===== src/rtl/kgr_group_reverser_top.sv =====
// Holds no module; the k-group reverser top level is defined in k_group_reverser_top.sv.


===== src/rtl/kgr_pkg.sv =====
// Shared types and constants for the k-group reverser.
package kgr_pkg;

	localparam int VALUE_W = 32;
	localparam int GS_W    = 5;

	// Per-cycle move of the cell chain
	typedef enum logic [1:0] {
		SHIFT_HOLD,
		SHIFT_PUSH,
		SHIFT_POP
	} shift_op_t;

	// Control handed to every cell
	typedef struct packed {
		shift_op_t op;
	} cell_ctrl_t;

	typedef enum logic {
		ST_COLLECT,
		ST_EMIT
	} state_t;

endpackage


===== src/rtl/kgr_if.sv =====
// Channel interfaces: input items, result items and the group size write port.
interface kgr_in_if;
	logic                               valid;
	logic                               ready;
	logic signed [kgr_pkg::VALUE_W-1:0] value;
	logic                               end_of_sequence;

	modport source (output valid, output value, output end_of_sequence, input ready);
	modport sink   (input valid, input value, input end_of_sequence, output ready);
endinterface

interface kgr_out_if;
	logic                               valid;
	logic                               ready;
	logic signed [kgr_pkg::VALUE_W-1:0] value_out;
	logic                               last_of_run;
	logic                               sequence_done;

	modport source (output valid, output value_out, output last_of_run,
		output sequence_done, input ready);
	modport sink   (input valid, input value_out, input last_of_run,
		input sequence_done, output ready);
endinterface

interface kgr_cfg_if;
	logic                          valid;
	logic                          ready;
	logic [kgr_pkg::GS_W-1:0]      data;

	modport source (output valid, output data, input ready);
	modport sink   (input valid, input data, output ready);
endinterface


===== src/rtl/kgr_cell.sv =====
// One storage cell of the group chain: holds a value, shifts right on push, left on pop.
module kgr_cell (
	input  logic                               clk,
	input  kgr_pkg::cell_ctrl_t                ctrl,
	input  logic signed [kgr_pkg::VALUE_W-1:0] from_left,
	input  logic signed [kgr_pkg::VALUE_W-1:0] from_right,
	output logic signed [kgr_pkg::VALUE_W-1:0] data_q
);

	// payload only, no reset needed
	always_ff @(posedge clk) begin
		case (ctrl.op)
			kgr_pkg::SHIFT_PUSH: data_q <= from_left;
			kgr_pkg::SHIFT_POP:  data_q <= from_right;
			default:             data_q <= data_q;
		endcase
	end

endmodule


===== src/rtl/k_group_reverser_top.sv =====
// A group's results leave through the output register once the transfer that completes
// the group has moved the sequencer to its emit state; the cell chain gives one result
// per cycle while the result side is ready, and pass-through items collect and emit in turn.
// Input is held off while a group drains; the output register lets the next
// input transfer while the final result still waits.
// Reset (arst_n low): group size 0, chain empty, no result pending; cell data is not reset.
module k_group_reverser_top #(
	parameter int MAX_GROUP = 16
) (
	input  logic       clk,
	input  logic       arst_n,
	kgr_cfg_if.sink    cfg,
	kgr_in_if.sink     item,
	kgr_out_if.source  result
);

	localparam int CW = $clog2(MAX_GROUP + 1);
	localparam int IW = $clog2(MAX_GROUP);
	localparam int KW = (CW > kgr_pkg::GS_W) ? CW : kgr_pkg::GS_W;

	logic [kgr_pkg::GS_W-1:0] group_size_q;
	kgr_pkg::state_t          state_q, state_d;
	logic [CW-1:0]            fill_q, fill_d;
	logic [CW-1:0]            rem_q, rem_d;
	logic                     rev_q, rev_d;
	logic                     eos_q, eos_d;

	logic                     out_valid_q;
	logic signed [kgr_pkg::VALUE_W-1:0] out_value_q;
	logic                     out_last_q;
	logic                     out_done_q;

	kgr_pkg::cell_ctrl_t      cell_ctrl;
	logic signed [kgr_pkg::VALUE_W-1:0] cell_val [MAX_GROUP];

	logic                     in_xfer;
	logic                     out_load;
	logic [KW-1:0]            gs_ext;
	logic [KW-1:0]            k_eff;
	logic [CW-1:0]            n_next;
	logic                     group_full;
	logic [IW-1:0]            rd_idx;
	logic signed [kgr_pkg::VALUE_W-1:0] emit_value;

	// group size register
	assign cfg.ready = 1'b1;
	always_ff @(posedge clk or negedge arst_n) begin
		if (!arst_n) begin
			group_size_q <= '0;
		end else if (cfg.valid) begin
			group_size_q <= cfg.data;
		end
	end

	// effective group size: below 2 is one, above MAX_GROUP clamps
	assign gs_ext = KW'(group_size_q);
	always_comb begin
		if (group_size_q < kgr_pkg::GS_W'(2)) begin
			k_eff = KW'(1);
		end else if (gs_ext > KW'(MAX_GROUP)) begin
			k_eff = KW'(MAX_GROUP);
		end else begin
			k_eff = gs_ext;
		end
	end

	assign n_next     = fill_q + CW'(1);
	assign group_full = KW'(n_next) >= k_eff;

	assign item.ready = (state_q == kgr_pkg::ST_COLLECT);
	assign in_xfer    = item.valid && item.ready;
	assign out_load   = !out_valid_q || result.ready;

	// value to emit: newest-first pops cell 0, oldest-first reads the tail
	assign rd_idx     = IW'(rem_q - CW'(1));
	assign emit_value = rev_q ? cell_val[0] : cell_val[rd_idx];

	// sequencer next state and chain control
	always_comb begin
		state_d      = state_q;
		fill_d       = fill_q;
		rem_d        = rem_q;
		rev_d        = rev_q;
		eos_d        = eos_q;
		cell_ctrl.op = kgr_pkg::SHIFT_HOLD;
		unique case (state_q)
			kgr_pkg::ST_COLLECT: begin
				if (in_xfer) begin
					cell_ctrl.op = kgr_pkg::SHIFT_PUSH;
					if (group_full || item.end_of_sequence) begin
						state_d = kgr_pkg::ST_EMIT;
						rem_d   = n_next;
						rev_d   = group_full;
						eos_d   = item.end_of_sequence;
						fill_d  = '0;
					end else begin
						fill_d  = n_next;
					end
				end
			end
			kgr_pkg::ST_EMIT: begin
				if (out_load) begin
					if (rev_q) begin
						cell_ctrl.op = kgr_pkg::SHIFT_POP;
					end
					rem_d = rem_q - CW'(1);
					if (rem_q == CW'(1)) begin
						state_d = kgr_pkg::ST_COLLECT;
					end
				end
			end
			default: begin
				state_d = kgr_pkg::ST_COLLECT;
			end
		endcase
	end

	always_ff @(posedge clk or negedge arst_n) begin
		if (!arst_n) begin
			state_q <= kgr_pkg::ST_COLLECT;
			fill_q  <= '0;
			rem_q   <= '0;
			rev_q   <= 1'b0;
			eos_q   <= 1'b0;
		end else begin
			state_q <= state_d;
			fill_q  <= fill_d;
			rem_q   <= rem_d;
			rev_q   <= rev_d;
			eos_q   <= eos_d;
		end
	end

	// chain of cells: cell 0 takes the new value, the far end pops in zero
	for (genvar i = 0; i < MAX_GROUP; i++) begin : g_cell
		logic signed [kgr_pkg::VALUE_W-1:0] left_val;
		logic signed [kgr_pkg::VALUE_W-1:0] right_val;
		if (i == 0) begin : g_head
			assign left_val = item.value;
		end else begin : g_mid
			assign left_val = cell_val[i-1];
		end
		if (i == MAX_GROUP - 1) begin : g_tail
			assign right_val = '0;
		end else begin : g_inner
			assign right_val = cell_val[i+1];
		end
		kgr_cell u_cell (
			.clk        (clk),
			.ctrl       (cell_ctrl),
			.from_left  (left_val),
			.from_right (right_val),
			.data_q     (cell_val[i])
		);
	end

	// output register
	always_ff @(posedge clk or negedge arst_n) begin
		if (!arst_n) begin
			out_valid_q <= 1'b0;
		end else if (out_load) begin
			out_valid_q <= (state_q == kgr_pkg::ST_EMIT);
		end
	end

	always_ff @(posedge clk) begin
		if (out_load && state_q == kgr_pkg::ST_EMIT) begin
			out_value_q <= emit_value;
			out_last_q  <= (rem_q == CW'(1));
			out_done_q  <= (rem_q == CW'(1)) && eos_q;
		end
	end

	assign result.valid         = out_valid_q;
	assign result.value_out     = out_value_q;
	assign result.last_of_run   = out_last_q;
	assign result.sequence_done = out_done_q;

endmodule


===== src/flat_wrapper.sv =====
// flat-port wrapper written by rule: the top's interface ports become plain ports
module k_group_reverser_top_flat 
#(
	parameter int MAX_GROUP = 16
)
  (clk, arst_n, cfg_valid, cfg_data, cfg_ready, item_valid, item_value, item_end_of_sequence, item_ready, result_valid, result_value_out, result_last_of_run, result_sequence_done, result_ready);
  kgr_cfg_if cfg_i ();
  kgr_in_if item_i ();
  kgr_out_if result_i ();
  input  logic clk;
  input  logic arst_n;
  input wire logic [$bits(cfg_i.valid)-1:0] cfg_valid;
  input wire logic [$bits(cfg_i.data)-1:0] cfg_data;
  output wire logic [$bits(cfg_i.ready)-1:0] cfg_ready;
  input wire logic [$bits(item_i.valid)-1:0] item_valid;
  input wire logic [$bits(item_i.value)-1:0] item_value;
  input wire logic [$bits(item_i.end_of_sequence)-1:0] item_end_of_sequence;
  output wire logic [$bits(item_i.ready)-1:0] item_ready;
  output wire logic [$bits(result_i.valid)-1:0] result_valid;
  output wire logic [$bits(result_i.value_out)-1:0] result_value_out;
  output wire logic [$bits(result_i.last_of_run)-1:0] result_last_of_run;
  output wire logic [$bits(result_i.sequence_done)-1:0] result_sequence_done;
  input wire logic [$bits(result_i.ready)-1:0] result_ready;
  assign cfg_i.valid = cfg_valid;
  assign cfg_i.data = cfg_data;
  assign cfg_ready = cfg_i.ready;
  assign item_i.valid = item_valid;
  assign item_i.value = item_value;
  assign item_i.end_of_sequence = item_end_of_sequence;
  assign item_ready = item_i.ready;
  assign result_valid = result_i.valid;
  assign result_value_out = result_i.value_out;
  assign result_last_of_run = result_i.last_of_run;
  assign result_sequence_done = result_i.sequence_done;
  assign result_i.ready = result_ready;
  k_group_reverser_top #(.MAX_GROUP(MAX_GROUP)) u_core (.clk(clk), .arst_n(arst_n), .cfg(cfg_i), .item(item_i), .result(result_i));
endmodule

===== config.mk =====
export PLATFORM = sky130hd
export DESIGN_NAME = k_group_reverser_top_flat
export DESIGN_NICKNAME = d
export VERILOG_FILES = /design/src/rtl/kgr_group_reverser_top.sv /design/src/rtl/kgr_pkg.sv /design/src/rtl/kgr_if.sv /design/src/rtl/kgr_cell.sv /design/src/rtl/k_group_reverser_top.sv /design/src/flat_wrapper.sv
export SDC_FILE = /design/constraint.sdc
export NUM_CORES = 1
export LEC_CHECK = 0
export BUFFER_PORTS_ARGS = -buffer_cell sky130_fd_sc_hd__clkbuf_2
export CAP_MARGIN = 30
export CORE_MARGIN = 3
export CORE_UTILIZATION = 45
export CTS_CLUSTER_DIAMETER = 30
export CTS_CLUSTER_SIZE = 25
export DETAILED_ROUTE_END_ITERATION = 6
export SLEW_MARGIN = 5
export SYNTH_ARGS = -nofsm -noshare
export SYNTH_HDL_FRONTEND = slang
export SYNTH_HIERARCHICAL = 1
export SYNTH_SLANG_ARGS = --single-unit
export TNS_END_PERCENT = 1

===== constraint.sdc =====
create_clock -name clk -period 3 [get_ports clk]
set_input_delay 0.45 -clock clk [delete_from_list [all_inputs] [get_ports clk]]
set_output_delay 0.45 -clock clk [all_outputs]
set_load 0.02 [all_outputs]

==> impl_metrics.py, run 1 <==
metrics = {
    "status": {
        "status": "finished clean",
    },
    "timing": {
        "period_share_pct": 91.2,
        "max_slew.worst_pin.slew_ps": 781,
        "setup_viol": 0,
        "tns_ps": 0,
        "finalMaxSlewViolations": 0,
        "fin_skew_ps": 19.6,
        "relSlewSlack_pct": 47.9,
        "clock.fmax_ghz": 0.365,
        "rsz0062_at_grt": "false",
        "fin_crit_ps": 2740,
        "finalHoldViolations": 0,
    },
    "clock_tree": {
        "cts_max_level": 4,
        "cts_setup_buffers": 0,
        "clk_latency_ps": 700,
        "cts_tree": "done",
        "cts_made_buffers": 134,
        "clock-sinks": 565,
        "root_buffer": "clkbuf_16",
        "cts_buffer_depth": 3,
        "path_clk_slew_ps": 50,
    },
    "routing": {
        "drt_iter0_drc": 1649,
        "ant_nets": 0,
        "vias": 16200,
        "drc": 0,
        "avgRoutedWirePerCell_um": 24.7,
        "drt_wl_total_mm": 70.6,
        "drtPass1Iterations": 5,
        "viasPerCell": 5.67,
    },
    "critical_path": {
        "r2r_slack_ps": 260,
        "rr_worst_depth": 9,
        "crit_path_end_kind": "flop",
        "critPathBufInv": 1,
        "cpPeakStageDelay_ps": 460,
        "start_kind": "flop",
        "critPathMaxFanout": 6,
        "critical_path_class": "reg -> reg",
        "cpMostUsedCell": "ha_1",
        "crit_required_ps": 3560,
        "crit_slowest_cell": "dfrtp_1",
        "cpLargestDelayFamily": "adder cells",
        "crit_cells": 9,
        "arrival_ps": 3300,
        "crit_chain": "ha_1, nand3_1, xor2_1, inv_1, ha_1, o21ai_0, o31ai_1, nand2_1, mux2_2",
    },
    "power": {
        "ir_drop_v": 0.00132,
        "p_leak_nw": 13.7,
        "powerDensity_mw_per_mm2": 1400,
    },
    "logic_synthesis": {
        "synth.avg_cell_area_um2": 18.3,
        "ys_seq_area_share_pct": 54.6,
        "ys_ff_latch": 565,
        "ys_types": 43,
        "synth_flop_cell": "edfxtp_1",
        "synth_warnings": 6,
        "synth_area_mm2": 0.0309,
        "synth-async-reset-ratio_pct": 3.36,
        "synth_edf_count": 546,
        "netlist_instances": 1691,
    },
    "die": {
        "start_util_pct": 45.7,
        "die_x_um": 268,
        "pin_count": 80,
        "die_area_mm2": 0.0719,
        "rows": 95,
        "core_mm2": 0.0676,
        "die_h_um": 268,
    },
    "layout": {
        "antenna_cells": 0,
        "syn_to_final_growth_pct": 17.6,
        "drive_above_1_share_pct": 49.9,
        "final_nets": 1948,
        "n_fill_cell": 5251,
        "finalInstanceArea_mm2": 0.0364,
    },
    "placed_design": {
        "dp_hpwl_mm": 48.7,
        "port_buffers": 78,
        "gp_congestion": 0.825,
        "placedInstanceArea_mm2": 0.0319,
    },
    "grt": {
        "first_global_vias": 16400,
        "grt_start_max_net_pins": 82,
        "grt_overflow_total": 0,
        "antenna_found_initial": 0,
        "grt_first_pass_wirelength_mm": 107,
        "track_usage_pct": 19.9,
    },
    "worst_hold_path": {
        "hold_class": "in -> reg",
        "min_path_cells": 2,
    },
    "run": {
        "maxCapViolCount": 0,
    },
}
layout make-up:
type / count / area, um^2 / share of cell area [%]
Clock buffer: 176 / 3640 / 10.0
Sequential cell: 565 / 16900 / 46.4
Tap cell: 873 / 1090 / 3.00
Multi-Input combinational cell: 966 / 12500 / 34.3
Clock inverter: 67 / 792 / 2.18
Inverter: 72 / 270 / 0.743
Timing Repair Buffer: 142 / 1250 / 3.43
worst reg2reg max path: stages (launching register included):
cell     delay (ps)
dfrtp_1         460
ha_1            290
nand3_1         110
xor2_1          270
inv_1            90
ha_1            280
o21ai_0         100
o31ai_1         460
nand2_1         240
mux2_2          320
cell usage in the layout, fill, tap and decap left out, types with 2 or more instances in the layout:
master and count:
a21oi_1 4, and3_1 2, clkbuf_16 139, mux2i_1 2
nor3_1 4, clkbuf_2 78, nor2_1 5, clkinv_1 21
nand2_1 144, clkbuf_8 2, bufinv_16 16, inv_6 8
o31ai_1 4, xor2_1 3, o21ai_0 7, ha_1 7
mux2_2 37, mux2_4 480, a21o_1 2, xnor2_1 3
buf_4 29, clkbuf_1 35, edfxtp_1 546, nand2b_1 2
clkinv_2 10, a31oi_1 32, mux4_2 128, ha_2 16
nand3_1 3, inv_1 71, dlygate4sd3_1 7, conb_1 33
a32o_1 33, clkinv_8 2, clkinvlp_4 10, dfrtp_1 18
buf_12 27
flip-flops by register name, summed over array words and instances (netlist names):
| register | flops |
|---|---|
| u_core/eos_q | 1 |
| u_core/fill_q | 5 |
| u_core/g_cell.u_cell/data_q | 512 |
| u_core/group_size_q | 5 |
| u_core/rem_q | 5 |
| u_core/result.last_of_run | 1 |
| u_core/result.sequence_done | 1 |
| u_core/result.valid | 1 |
| u_core/result.value_out | 32 |
| u_core/rev_q | 1 |
| u_core/state_q | 1 |
power by group:
| part | total (mW) | leakage [nW] | switching [mW] | internal [mW] |
|---|---|---|---|---|
| Clock | 14.2 | 2.12 | 4.41 | 9.81 |
| Sequential | 16.7 | 5.30 | 2.73 | 13.9 |
| Combinational | 20.0 | 6.32 | 9.69 | 10.3 |
metrics by stage:
stage | instances | hold WS, ps | worst slack (ps) | total power [mW] | util (%)
finish | 2861 | 60.6 | 264 | 50.9 | 53.8
global route | 2861 | 34.1 | 109 | 53.2 | 53.8
CTS | 2861 | 10.7 | 354 | 51.2 | 53.8
detailed placement | 2611 | 438 | 360 | 36.7 | 47.1
global placement | 2610 | 428 | 410 | 36.1 | 47.1
floorplan | 1722 | 154 | 254 | 31.5 | -
final timing paths:
path | startpoint | endpoint
worst max register to register | u_core/fill_q[0] | u_core/rem_q[2]
max in group asynchronous | arst_n | u_core/rem_q[0]
worst min-delay path | item_value[14] | u_core/g_cell[0].u_cell/data_q[14]
min in group asynchronous | arst_n | u_core/fill_q[3]
worst min register to register | u_core/fill_q[4] | u_core/fill_q[4]
worst max-delay path | u_core/fill_q[0] | u_core/rem_q[2]
Yosys cell counts (all sizes together) (3+ instances only):
cell / count / area (um^2)
mux2: 517 / 7620
o21ai: 7 / 35.0
a21oi: 4 / 20.0
nor3: 5 / 30.0
xnor2: 4 / 53.8
mux4: 128 / 2880
dfrtp: 19 / 475
xor2: 4 / 53.8
inv: 71 / 267
o31ai: 4 / 30.0
a31oi: 32 / 200
nand3: 3 / 15.0
edfxtp: 546 / 16400
nand2: 144 / 541
clkbuf: 16 / 60.1
nor2: 6 / 25.0
ha: 24 / 300
a32o: 33 / 330
buf: 103 / 1430
routing by layer:
| metal | part of all wire [%] | routed length [um] | vias to the layer above | GRT usage [%] |
|---|---|---|---|---|
| li1 | - | - | 7071 | - |
| met1 | 50 | 35500 | 8464 | 32.1 |
| met2 | 41 | 28700 | 595 | 26.0 |
| met3 | 7.4 | 5210 | 83 | 4.65 |
| met4 | 1.7 | 1190 | 0 | 6.41 |
| met5 | 0 | 0 | - | 0 |
kinds of logic after synthesis:
| logic type | after synthesis | synth area share [%] |
|---|---|---|
| AO/OA/AOI/OAI | 85 | 2.14 |
| AND/OR/NAND/NOR | 169 | 2.21 |
| multiplexers | 647 | 34.0 |
| buffers and inverters | 191 | 5.69 |
| adder cells (fa/ha/maj) | 24 | 0.971 |
| XOR/XNOR | 8 | 0.348 |
| flip-flops | 565 | 54.6 |
| other | 2 | 0.0243 |
repair_timing:
item	in CTS	in global routing
endpoints found under the setup margin	0	0
gates resized for setup	0	0
hold buffers	7	0
endpoints found under the hold margin	25	0
No activity file was read; power rests on OpenSTA's default activity.
==> run 2, diff against run 1 <==
Settings changed: BUFFER_PORTS_ARGS -buffer_cell sky130_fd_sc_hd__clkbuf_2 to -buffer_cell sky130_fd_sc_hd__buf_2.
==> impl_metrics.py, run 2 (synthesis gave the netlist of run 1 again) <==
metrics = {
    "grt": {
        "track_usage_pct": 19.6,
        "antenna_found_initial": 0,
        "grt_first_pass_wirelength_mm": 106,
        "grt_start_max_net_pins": 65,
        "first_global_vias": 16000,
        "grt_overflow_total": 0,
    },
    "layout": {
        "final_nets": 1952,
        "drive_above_1_share_pct": 50.8,
        "largest_register_ffs": 512,
        "layout.cells.non_filler": 2863,
        "mostFrequentLayoutCells": "546 x edfxtp_1, 480 x mux2_4, 144 x nand2_1",
        "finalInstanceArea_mm2": 0.0365,
        "top_register": "u_core/g_cell.u_cell/data_q",
        "layout.cells.most_common": "edfxtp_1",
        "syn_to_final_growth_pct": 17.9,
        "antenna_cells": 0,
        "final_util_pct": 53.9,
    },
    "critical_path": {
        "critPathMaxFanout": 10,
        "r2r_slack_ps": 370,
        "arrival_ps": 3220,
        "crit_path_end_kind": "flop",
        "crit_required_ps": 3580,
        "start_kind": "flop",
        "critical_path_class": "reg -> reg",
    },
    "timing": {
        "fin_crit_ps": 2630,
        "rsz0062_at_grt": "false",
        "fin_skew_ps": 17.2,
        "clock.fmax_ghz": 0.380,
        "finalHoldViolations": 0,
        "tns_ps": 0,
        "setup_slack_ps": 367,
        "period_share_pct": 87.8,
        "setup_viol": 0,
        "relSlewSlack_pct": 52.2,
        "worst_hold_slack_ps": 68.1,
        "max_slew.worst_pin.slew_ps": 717,
        "finalMaxSlewViolations": 0,
    },
    "die": {
        "pin_count": 80,
        "die_h_um": 268,
        "rows": 95,
        "die_area_mm2": 0.0719,
        "start_util_pct": 45.7,
        "core_mm2": 0.0676,
        "die_x_um": 268,
    },
    "power": {
        "powerDensity_mw_per_mm2": 1400,
        "p_leak_nw": 13.8,
        "ir_drop_v": 0.00114,
        "p_total_mw": 51.1,
    },
    "clock_tree": {
        "cts_max_level": 4,
        "hold_buffers": 7,
        "path_clk_slew_ps": 50,
        "cts_tree": "done",
        "cts_made_buffers": 134,
        "cts_resized": 0,
        "clk_latency_ps": 680,
        "cts_buffer_depth": 3,
        "cts_setup_buffers": 0,
        "root_buffer": "clkbuf_16",
        "clock-sinks": 565,
    },
    "routing": {
        "drc": 0,
        "ant_nets": 0,
        "vias": 16000,
        "avgRoutedWirePerCell_um": 24.2,
        "viasPerCell": 5.60,
        "drt_wl_total_mm": 69.3,
        "drtPass1Iterations": 5,
        "drt_iter0_drc": 1455,
    },
    "placed_design": {
        "dp_hpwl_mm": 48.4,
        "pre_cts_ws_ps": 432,
        "port_buffers": 78,
        "placed_cells": 2614,
        "gp_congestion": 0.832,
        "placedInstanceArea_mm2": 0.0319,
    },
    "run": {
        "maxCapViolCount": 0,
    },
    "worst_hold_path": {
        "hold_class": "in -> reg",
    },
    "status": {
        "status": "finished clean",
    },
}
-- run 2: cell types whose count changed in the layout (fill, tap and decap cells not counted), sizes merged --
cell / previous run / this run
clkbuf: 254 / 169
buf: 57 / 139
clkinv: 34 / 40
inv: 79 / 73
clkinvlp: 10 / 15
-- run 2: layer usage --
| layer | share of wire (%) | global-route usage [%] |
|---|---|---|
| met5 | 0 | 0 |
| met1 | 51 | 32.5 |
| met2 | 40 | 24.8 |
| met4 | 1.6 | 5.38 |
| met3 | 7.5 | 4.95 |
-- run 2: area by class of cell --
type	instances	area, um^2
fillers	5259	31200
well taps	873	1090
multi-input cells	966	12500
flip-flops and latches	565	16900
repair buffers	146	1260
clock inverters	72	793
inverters	72	270
clock buffers	169	3710
-- run 2: final timing paths --
path,from,to,cells past startpoint
setup / recovery,u_core/fill_q[0],u_core/rem_q[1],10
hold / removal,item_value[9],u_core/g_cell[0].u_cell/data_q[9],2
setup reg to reg,u_core/fill_q[0],u_core/rem_q[1],10
hold reg to reg,u_core/eos_q,u_core/eos_q,1
max in group asynchronous,arst_n,u_core/rem_q[0],2
min in group asynchronous,arst_n,u_core/group_size_q[1],2
-- run 2: report_power, final --
group	switching [mW]	internal, mW	leakage [nW]	total (mW)
combinational	9.92	10.3	6.31	20.3
clock	4.34	10.0	2.16	14.3
sequential	2.58	13.9	5.30	16.5
-- run 2: critical path: stages (launching register included) --
cell and delay [ps]:
dfrtp_1 450, ha_1 290, nand3_1 120, xor2_1 290, inv_1 80, ha_1 270
o21ai_0 100, o31ai_1 390, buf_4 240, a21oi_1 90, mux2i_1 220
==> run 3, diff against run 2 <==
Settings changed: ABC_CLOCK_PERIOD_IN_PS set to 3000, GPL_TIMING_DRIVEN set to 0, SLEW_MARGIN 5 to 15.
==> impl_metrics.py, run 3 (synthesis gave the netlist of run 1 again) <==
metrics = {
    "layout": {
        "antenna_cells": 0,
        "layout.cells.non_filler": 2958,
        "layout.cells.most_common": "edfxtp_1",
        "final_nets": 2035,
        "mostFrequentLayoutCells": "546 x edfxtp_1, 480 x mux2_4, 152 x clkbuf_16",
        "largest_register_ffs": 512,
        "syn_to_final_growth_pct": 23.5,
        "top_register": "u_core/g_cell.u_cell/data_q",
        "drive_above_1_share_pct": 53.2,
        "final_util_pct": 56.5,
        "n_fill_cell": 5125,
    },
    "critical_path": {
        "crit_chain": "buf_4, buf_12, buf_12, buf_12, inv_1, ha_4, buf_6, buf_4, mux4_2, nand2_1, a32o_1, a31oi_1",
        "critical_path_class": "reg -> reg",
        "critPathMaxFanout": 10,
        "crit_slowest_cell": "dfrtp_1",
        "arrival_ps": 3410,
        "crit_path_end_kind": "flop",
        "critPathBufInv": 7,
        "cpPeakStageDelay_ps": 340,
        "cpMostUsedCell": "buf_12",
        "crit_required_ps": 3470,
        "cpLargestDelayFamily": "buffers and inverters",
        "start_kind": "flop",
    },
    "timing": {
        "fin_skew_ps": 24.4,
        "max_slew.worst_pin.slew_ps": 735,
        "fin_crit_ps": 2940,
        "setup_viol": 0,
        "rsz0062_at_grt": "true",
        "finalHoldViolations": 0,
        "tns_ps": 0,
        "relSlewSlack_pct": 51.0,
        "worst_hold_slack_ps": 52.9,
        "clock.fmax_ghz": 0.340,
        "finalMaxSlewViolations": 0,
        "period_share_pct": 97.9,
    },
    "clock_tree": {
        "path_clk_slew_ps": 50,
        "cts_max_level": 4,
        "clk_latency_ps": 690,
        "clock-sinks": 565,
        "cts_setup_buffers": 0,
        "cts_tree": "done",
        "cts_buffer_depth": 3,
        "root_buffer": "clkbuf_16",
        "cts_made_buffers": 144,
    },
    "routing": {
        "drt_wl_total_mm": 73.5,
        "avgRoutedWirePerCell_um": 24.8,
        "drtPass1Iterations": 5,
        "viasPerCell": 5.57,
        "drc": 0,
        "drt_iter0_drc": 1476,
        "vias": 16500,
        "ant_nets": 0,
    },
    "power": {
        "p_total_mw": 54.7,
        "p_leak_nw": 14.5,
        "powerDensity_mw_per_mm2": 1430,
        "ir_drop_v": 0.000900,
    },
    "worst_hold_path": {
        "hold_class": "in -> reg",
    },
    "grt": {
        "first_global_vias": 16700,
        "antenna_found_initial": 0,
        "grt_start_max_net_pins": 42,
        "grt_overflow_total": 0,
        "track_usage_pct": 20.6,
        "grt_first_pass_wirelength_mm": 109,
    },
    "placed_design": {
        "gp_congestion": 0.835,
        "placed_cells": 2688,
        "dp_hpwl_mm": 54.9,
        "port_buffers": 78,
    },
    "die": {
        "rows": 95,
        "die_area_mm2": 0.0719,
        "core_mm2": 0.0676,
        "start_util_pct": 45.7,
        "die_h_um": 268,
        "pin_count": 80,
        "die_x_um": 268,
    },
    "run": {
        "maxCapViolCount": 0,
    },
    "status": {
        "status": "finished clean",
    },
}
## run 3: changes by cell type in the layout (fill, tap and decap cells not counted), sizes merged
cell,delta
clkinvlp,+3
clkinv,+16
inv,-4
bufinv,+5
clkbuf,+19
buf,+56
## run 3: layout make-up
| class | count | area [um^2] | share of cell area (%) |
|---|---|---|---|
| Buffer | 119 | 1630 | 4.28 |
| Clock buffer | 171 | 3870 | 10.1 |
| Timing Repair Buffer | 100 | 858 | 2.25 |
| Clock inverter | 92 | 1030 | 2.70 |
| Tap cell | 873 | 1090 | 2.86 |
| Multi-Input combinational cell | 966 | 12500 | 32.8 |
| Inverter | 72 | 298 | 0.780 |
| Sequential cell | 565 | 16900 | 44.2 |
## run 3: report_power, final
group	total [mW]	internal (mW)	switching (mW)
clock network	15.5	10.9	4.61
logic	22.7	11.8	10.8
registers	16.5	13.9	2.59
## run 3: timing repair
action | CTS | global route
hold buffers | 7 | 0
endpoints found under the setup margin | 1057 | 199
resized for setup | 61 | 19
endpoints found under the hold margin | 25 | 0
## run 3: path summary, 6_finish.rpt
kind | cells past startpoint | start | end | slack [ps]
worst max-delay path | 12 | u_core/rem_q[0] | u_core/result.value_out[16] | 60
worst min-delay path | 2 | cfg_valid | u_core/group_size_q[4] | 50
worst max register to register | 12 | u_core/rem_q[0] | u_core/result.value_out[16] | 60
worst min register to register | 2 | u_core/fill_q[4] | u_core/fill_q[4] | 500
max in group asynchronous | 2 | arst_n | u_core/fill_q[2] | 2390
min in group asynchronous | 2 | arst_n | u_core/group_size_q[3] | 270
## run 3: per-layer routing
layer / vias to the layer above / GRT usage [%] / routed length (um) / share of wire [%]
li1: 7275 / - / - / -
met1: 8546 / 31.8 / 35400 / 48
met2: 556 / 29.1 / 31800 / 43
met3: 99 / 4.30 / 4830 / 6.6
met4: 0 / 6.69 / 1470 / 2.0
met5: - / 0 / 0 / 0
## run 3: per-stage QoR
| step | area (um^2) | setup slack [ps] |
|---|---|---|
| CTS | 38100 | -4.74 |
| finish | 38200 | 62.3 |
| floorplan | 31000 | 254 |
| global placement | 32500 | -1010 |
| global route | 38200 | -33.5 |
| detailed placement | 32900 | -960 |
